### src/rtl/bfbm_pkg.sv
// Shared constants, types and codes for the best-fit block matcher.
// No dependencies; every other file but bfbm_ram imports this package.
package bfbm_pkg;

    localparam int MAX_BLOCKS = 64;
    localparam int IDX_W      = (MAX_BLOCKS > 1) ? $clog2(MAX_BLOCKS) : 1;
    localparam int CNT_W      = $clog2(MAX_BLOCKS + 1);
    localparam int SIZE_W     = 31;
    localparam int SLOT_W     = 6;
    localparam int MODE_W     = 2;

    localparam logic [SIZE_W-1:0] FIT_CEILING = SIZE_W'(32'h4000_0000);

    typedef enum logic [MODE_W-1:0] {
        MODE_CLEAR = 2'd0,
        MODE_LOAD  = 2'd1,
        MODE_REQ   = 2'd2,
        MODE_NONE  = 2'd3
    } t_mode;

    typedef enum logic [1:0] {
        ST_IDLE,
        ST_SCAN,
        ST_MARK,
        ST_DONE
    } t_state;

    typedef struct packed {
        logic start;
        logic step;
    } t_cmp_ctl;

endpackage

### src/rtl/bfbm_ram.sv
// Single-port-write, single-port-read RAM with registered read data.
// Generic; no package dependency.
module bfbm_ram #(
    parameter int DEPTH = 64,
    parameter int WIDTH = 31
) (
    input  logic                     i_clk,
    input  logic                     i_we,
    input  logic [$clog2(DEPTH)-1:0] i_waddr,
    input  logic [WIDTH-1:0]         i_wdata,
    input  logic                     i_re,
    input  logic [$clog2(DEPTH)-1:0] i_raddr,
    output logic [WIDTH-1:0]         o_rdata
);

    logic [WIDTH-1:0] r_mem [DEPTH];
    logic [WIDTH-1:0] r_rdata;

    always_ff @(posedge i_clk) begin
        if (i_we) begin
            r_mem[i_waddr] <= i_wdata;
        end
    end

    always_ff @(posedge i_clk) begin
        if (i_re) begin
            r_rdata <= r_mem[i_raddr];
        end
    end

    assign o_rdata = r_rdata;

endmodule

### src/rtl/bfbm_cmp_unit.sv
// Shared best-fit compare unit: one stored size per step against the running best.
// Depends on bfbm_pkg.
module bfbm_cmp_unit (
    input  logic                        i_clk,
    input  logic                        i_rst_n,
    input  bfbm_pkg::t_cmp_ctl          i_ctl,
    input  logic [bfbm_pkg::SIZE_W-1:0] i_req,
    input  logic [bfbm_pkg::SIZE_W-1:0] i_size,
    input  logic [bfbm_pkg::IDX_W-1:0]  i_idx,
    input  logic                        i_used,
    output logic                        o_have,
    output logic [bfbm_pkg::IDX_W-1:0]  o_best_idx
);
    import bfbm_pkg::*;

    logic              r_have;
    logic [SIZE_W-1:0] r_best;
    logic [IDX_W-1:0]  r_best_idx;
    logic              hit;

    assign hit = i_ctl.step && !i_used && (i_size >= i_req) && (i_size < r_best);

    always_ff @(posedge i_clk) begin
        if (!i_rst_n) begin
            r_have <= 1'b0;
        end else if (i_ctl.start) begin
            r_have <= 1'b0;
        end else if (hit) begin
            r_have <= 1'b1;
        end
    end

    always_ff @(posedge i_clk) begin
        if (i_ctl.start) begin
            r_best     <= FIT_CEILING;
            r_best_idx <= '0;
        end else if (hit) begin
            r_best     <= i_size;
            r_best_idx <= i_idx;
        end
    end

    assign o_have     = r_have;
    assign o_best_idx = r_best_idx;

endmodule

### src/rtl/best_fit_block_matcher.sv
// Best-fit block matcher top level: sequencer, used marks, count and result register.
// Depends on bfbm_pkg, bfbm_ram and bfbm_cmp_unit.
//
// Each input beat gives exactly one result beat. A clear or a load goes straight to the
// done state, which puts its result in the output register; the next beat is taken
// after that. A request walks the stored blocks: one compare unit reads the size memory
// one entry per cycle through its single registered read port, a final scan step drains
// the last compare, then the mark state marks the chosen block and the done state loads
// the result register. The input is not ready while an item is in progress; a finished
// result waits in the output register without holding up acceptance of the next beat,
// but the next item holds in its last cycle until that waiting result is taken.
module best_fit_block_matcher (
    input  logic                        i_clk,
    input  logic                        i_rst_n,
    input  logic                        i_valid,
    output logic                        o_ready,
    input  logic [bfbm_pkg::MODE_W-1:0] i_mode,
    input  logic [bfbm_pkg::SIZE_W-1:0] i_size,
    input  logic                        i_first,
    output logic                        o_valid,
    input  logic                        i_ready,
    output logic                        o_found,
    output logic [bfbm_pkg::SLOT_W-1:0] o_slot,
    output logic                        o_all_fit,
    output logic                        o_dropped
);
    import bfbm_pkg::*;

    t_state            r_state, n_state;
    logic [CNT_W-1:0]  r_count;
    logic [MAX_BLOCKS-1:0] r_used;
    logic              r_failed;
    logic [CNT_W-1:0]  r_rd_idx;
    logic [SIZE_W-1:0] r_req;
    logic              r_pipe_vld;
    logic [IDX_W-1:0]  r_pipe_idx;
    logic              r_pipe_used;
    logic              r_res_found;
    logic [SLOT_W-1:0] r_res_slot;
    logic              r_res_dropped;
    logic              r_o_valid;
    logic              r_o_found;
    logic [SLOT_W-1:0] r_o_slot;
    logic              r_o_all_fit;
    logic              r_o_dropped;

    logic              in_acc;
    logic              issue;
    logic              out_free;
    logic              has_room;
    logic              ram_we;
    logic [SIZE_W-1:0] ram_rdata;
    t_cmp_ctl          cmp_ctl;
    logic              cmp_have;
    logic [IDX_W-1:0]  cmp_best_idx;

    assign o_ready  = (r_state == ST_IDLE);
    assign in_acc   = i_valid && o_ready;
    assign issue    = (r_state == ST_SCAN) && (r_rd_idx < r_count);
    assign out_free = !r_o_valid || i_ready;
    assign has_room = (r_count < CNT_W'(MAX_BLOCKS));
    assign ram_we   = in_acc && (i_mode == MODE_LOAD) && has_room;

    assign cmp_ctl.start = in_acc;
    assign cmp_ctl.step  = r_pipe_vld;

    always_ff @(posedge i_clk) begin
        if (!i_rst_n) begin
            r_state <= ST_IDLE;
        end else begin
            r_state <= n_state;
        end
    end

    always_comb begin
        n_state = r_state;
        case (r_state)
            ST_IDLE: begin
                if (in_acc) begin
                    n_state = (i_mode == MODE_REQ) ? ST_SCAN : ST_DONE;
                end
            end
            ST_SCAN: begin
                if (!issue) begin
                    n_state = ST_MARK;
                end
            end
            ST_MARK: begin
                n_state = ST_DONE;
            end
            ST_DONE: begin
                if (out_free) begin
                    n_state = ST_IDLE;
                end
            end
            default: begin
                n_state = ST_IDLE;
            end
        endcase
    end

    always_ff @(posedge i_clk) begin
        if (!i_rst_n) begin
            r_count    <= '0;
            r_used     <= '0;
            r_failed   <= 1'b0;
            r_pipe_vld <= 1'b0;
            r_o_valid  <= 1'b0;
        end else begin
            r_pipe_vld <= issue;
            if (in_acc) begin
                case (i_mode)
                    MODE_CLEAR: begin
                        r_count <= '0;
                        r_used  <= '0;
                    end
                    MODE_LOAD: begin
                        if (has_room) begin
                            r_count <= r_count + 1'b1;
                            r_used[r_count[IDX_W-1:0]] <= 1'b0;
                        end
                    end
                    MODE_REQ: begin
                        if (i_first) begin
                            r_used   <= '0;
                            r_failed <= 1'b0;
                        end
                    end
                    default: begin
                    end
                endcase
            end
            if (r_state == ST_MARK) begin
                if (cmp_have) begin
                    r_used[cmp_best_idx] <= 1'b1;
                end else begin
                    r_failed <= 1'b1;
                end
            end
            if (r_state == ST_DONE && out_free) begin
                r_o_valid <= 1'b1;
            end else if (i_ready) begin
                r_o_valid <= 1'b0;
            end
        end
    end

    always_ff @(posedge i_clk) begin
        if (in_acc) begin
            r_req         <= i_size;
            r_rd_idx      <= '0;
            r_res_found   <= 1'b0;
            r_res_slot    <= '0;
            r_res_dropped <= (i_mode == MODE_LOAD) && !has_room;
        end
        if (issue) begin
            r_rd_idx <= r_rd_idx + 1'b1;
        end
        r_pipe_idx  <= r_rd_idx[IDX_W-1:0];
        r_pipe_used <= r_used[r_rd_idx[IDX_W-1:0]];
        if (r_state == ST_MARK) begin
            r_res_found <= cmp_have;
            r_res_slot  <= cmp_have ? SLOT_W'(cmp_best_idx) : '0;
        end
        if (r_state == ST_DONE && out_free) begin
            r_o_found   <= r_res_found;
            r_o_slot    <= r_res_slot;
            r_o_all_fit <= !r_failed;
            r_o_dropped <= r_res_dropped;
        end
    end

    bfbm_ram #(
        .DEPTH (MAX_BLOCKS),
        .WIDTH (SIZE_W)
    ) u_size_ram (
        .i_clk   (i_clk),
        .i_we    (ram_we),
        .i_waddr (r_count[IDX_W-1:0]),
        .i_wdata (i_size),
        .i_re    (issue),
        .i_raddr (r_rd_idx[IDX_W-1:0]),
        .o_rdata (ram_rdata)
    );

    bfbm_cmp_unit u_cmp (
        .i_clk      (i_clk),
        .i_rst_n    (i_rst_n),
        .i_ctl      (cmp_ctl),
        .i_req      (r_req),
        .i_size     (ram_rdata),
        .i_idx      (r_pipe_idx),
        .i_used     (r_pipe_used),
        .o_have     (cmp_have),
        .o_best_idx (cmp_best_idx)
    );

    assign o_valid   = r_o_valid;
    assign o_found   = r_o_found;
    assign o_slot    = r_o_slot;
    assign o_all_fit = r_o_all_fit;
    assign o_dropped = r_o_dropped;

    a_mark_after_drain: assert property (@(posedge i_clk) disable iff (!i_rst_n)
        (r_state == ST_MARK) |-> !r_pipe_vld)
        else $error("mark reached with a compare still in flight");

    a_chosen_unused: assert property (@(posedge i_clk) disable iff (!i_rst_n)
        (r_state == ST_MARK && cmp_have) |-> !r_used[cmp_best_idx])
        else $error("best-fit choice already marked used");

    a_count_bound: assert property (@(posedge i_clk) disable iff (!i_rst_n)
        r_count <= CNT_W'(MAX_BLOCKS))
        else $error("block count beyond table depth");

    a_fail_sets_flag: assert property (@(posedge i_clk) disable iff (!i_rst_n)
        (r_state == ST_MARK && !cmp_have) |=> r_failed)
        else $error("failed request did not set failure flag");

endmodule

### config.mk
export PLATFORM = sky130hd
export DESIGN_NAME = best_fit_block_matcher
export DESIGN_NICKNAME = d
export VERILOG_FILES = /design/src/rtl/bfbm_pkg.sv /design/src/rtl/bfbm_ram.sv /design/src/rtl/bfbm_cmp_unit.sv /design/src/rtl/best_fit_block_matcher.sv
export SDC_FILE = /design/constraint.sdc
export NUM_CORES = 2
export LEC_CHECK = 0
export BUFFER_PORTS_ARGS = -buffer_cell sky130_fd_sc_hd__clkbuf_2
export CAP_MARGIN = 20
export CORE_UTILIZATION = 28
export CTS_CLUSTER_DIAMETER = 120
export DETAILED_ROUTE_END_ITERATION = 12
export PLACE_DENSITY = 0.53
export SETUP_SLACK_MARGIN = 0.5
export SLEW_MARGIN = 15
export SYNTH_ARGS = -nofsm -noshare
export SYNTH_HDL_FRONTEND = slang
export SYNTH_SLANG_ARGS = --single-unit
### constraint.sdc
create_clock -name i_clk -period 4.6 [get_ports i_clk]
set_clock_uncertainty 0.15 [all_clocks]
set_input_delay 0.92 -clock i_clk [delete_from_list [all_inputs] [get_ports i_clk]]
set_output_delay 0.92 -clock i_clk [all_outputs]
set_load 0.1 [all_outputs]
==> impl_metrics.yaml <==
synthesis:
  yosysWarnings: 0
  syn-num-nets: 4003
  synth-edff-count: 2070
  ys_top_cells_by_count: "edfxtp_1 (2,070), mux4_2 (672), nand2_1 (183)"
  ys_seq_area_frac: 0.757
  synth_top_cell_area_share: 0.729
  ys_top_cells_by_area: "edfxtp_1 (73%), mux4_2 (18%), dfxtp_1 (2.8%)"
  async_reset_ff_frac: 0
  synth.distinct_cells: 49
  synth_seq_cells: 2191
  syn_area_mm2: 0.0853
  ys.flop_type: "edfxtp_1"
  synth_most_common_cell: "edfxtp_1"
  yosys.area.top_type: "edfxtp_1"
  synth.avg_cell_area_um2: 21.9
  synth_cells: 3892
final_layout:
  post-route-util: 0.329
  nets: 4281
  stdcell_count: 8345
  area_growth_syn_to_layout_pct: 16.7
  drive_above_1_share: 0.301
cts:
  post_cts_resize_count: 0
  postCtsSetupRepairBufs: 0
  clk_pin_slew_ns: 0.06
  clock_path_buffers: 3
  insertion_delay_ns: 0.87
  cts_tree: "built"
  root_buffer: "clkbuf_16"
  numCtsBuffers: 220
  h-tree-depth: 4
  cts.sinks: 2191
  cts.hold.buffers_added: 0
detailed_routing:
  drc: 0
  num_vias: 41100
  dr.pass1.iters: 7
  drtIter0Drc: 4537
  viasPerCell: 4.93
  wl_per_cell_um: 27.9
  drt.antenna.violating_nets: 0
  wl_um: 233000
floorplan:
  pin_count: 49
  row_count: 202
  die_w_um: 554
  dieArea_mm2: 0.307
  die_y_um: 554
  initial_core_util: 0.282
  core_area_mm2: 0.303
timing:
  slew_viol_final: 0
  rsz0062_at_grt: "false"
  fin_worst_hold_slack_ns: 0.233
  hold_viol_final: 0
  setup_slack_ns: 1.10
  timing.fmax_ghz: 0.285
  setup_viol: 0
  tightest_slew_ns: 1.19
  min_period_over_period: 0.762
  slew_headroom: 0.202
  fin_setup_tns_ns: 0
  layout_min_cycle_time_ns: 3.50
min_path:
  hold_path.class: "primary input to flop"
  hold_path_depth: 2
critical_path:
  critPathCaptureType: "flop"
  cp.arrival_ns: 3.91
  start_kind: "flop"
  required_ns: 5.00
  worstSetupPathType: "flop to flop"
  cp_max_fo: 13
  rr_worst_depth: 8
placed_design:
  io_buffers: 48
  dpl.cell_count: 7920
  hpwl_um: 128000
  pre_cts_ws_ns: 0.749
  gp_congestion: 0.770
pwr:
  power.ir.vdd_worst_mv: 0.342
  leakage_nw: 30.5
  power_density_mw_per_mm2: 512
grt:
  grt_pass1_vias: 41900
  antenna_found_initial: 29
  grt_pass1_wl_um: 326000
  grt_util_all_layers: 0.150
  grt_max_degree: 83
  grt.overflow.total: 0
run:
  drv_cap: 0
run_status:
  status: "finished clean"
-- kinds of logic (layout without fill, tap and decap cells) --
kind of cell               after synthesis  after routing  synth area share
and+or+nand+nor                        367            367            0.0182
AOI/OAI and AO/OA                      267            267            0.0166
buffers and inverters                  277            744            0.0143
xor gates and xnor gates                 7              7          0.000719
muxes                                  710            710             0.182
other                                    0              8                 0
adders and majority gates               73             73            0.0107
DFF                                   2191           2191             0.757
-- where the power goes --
group / internal, mW / total [mW] / switching, mW
Clock: 10.0 / 17.7 / 7.67
Combinational: 5.03 / 10.7 / 5.70
Sequential: 22.2 / 22.5 / 0.234
-- worst max-delay path: stages (launching register included) --
cell and delay, ns:
dfxtp_1 0.33, inv_1 0.11, ha_1 0.36, nand2_4 0.07
nor2_1 0.33, buf_4 0.26, nand2_1 0.52, nor2_4 0.66
buf_4 0.37
-- placed cells by master, fill, tap and decap left out, types with 7 or more instances in the layout --
| cell | n |
|---|---|
| and3_1 | 9 |
| nand2_1 | 182 |
| diode_2 | 8 |
| mux4_2 | 672 |
| nand4_1 | 9 |
| buf_4 | 144 |
| mux2i_1 | 38 |
| o21ai_0 | 79 |
| clkinv_1 | 47 |
| nand2b_1 | 8 |
| nor2_4 | 62 |
| nor3_1 | 17 |
| clkbuf_16 | 223 |
| nor2b_1 | 8 |
| dfxtp_1 | 121 |
| clkinv_2 | 41 |
| clkbuf_1 | 54 |
| nor2_1 | 44 |
| inv_1 | 76 |
| edfxtp_1 | 2070 |
| bufinv_16 | 18 |
| buf_12 | 58 |
| clkbuf_2 | 44 |
| ha_1 | 73 |
| a21o_1 | 8 |
| clkbuf_8 | 7 |
| a21oi_1 | 157 |
-- through the flow --
stage / total power [mW] / cell area [um^2]
after floorplan: 30.2 / 85300
after global placement: 33.8 / 92200
after detailed placement: 33.8 / 92300
after CTS: 51.5 / 99400
after global routing: 52.7 / 99500
final: 50.9 / 99500
-- cell type report --
| cell class | instances | area [um^2] |
|---|---|---|
| Tap cell | 3978 | 4980 |
| Fill cell | 28400 | 203000 |
| Inverter | 80 | 300 |
| Clock inverter | 127 | 1260 |
| Clock buffer | 284 | 5880 |
| Sequential cell | 2191 | 64600 |
| Multi-Input combinational cell | 1424 | 20000 |
| Antenna cell | 8 | 20.0 |
| Timing Repair Buffer | 253 | 2530 |
-- per-layer routing --
layer  share of wire  routed length (um)  vias up  track usage
met5         0.00020                  46        -            0
met4           0.027                6400        8       0.0455
met3           0.068               15700      331       0.0258
met2            0.47              110000     1408        0.240
met1            0.43              101000    22500        0.210
li1                -                   -    16900            -
-- state kept, by name, summed over array words and instances (netlist names), 2 cells and up --
register            cells
u_size_ram.r_mem     1984
r_used                 64
r_req                  31
u_cmp.r_best           31
u_size_ram.o_rdata     31
r_count                 7
r_rd_idx                7
o_slot                  6
r_pipe_idx              6
r_res_slot              6
u_cmp.o_best_idx        6
r_state                 2
-- path summary, 6_finish.rpt --
kind / from / end / slack [ns]
worst max-delay path: r_state[0] / u_size_ram.r_mem[49][5] / 1.10
worst min-delay path: i_rst_n / u_cmp.o_have / 0.23
worst max register to register: r_state[0] / u_size_ram.r_mem[49][5] / 1.10
worst min register to register: r_res_found / o_found / 0.28
No activity file was read; power rests on OpenSTA's default activity.
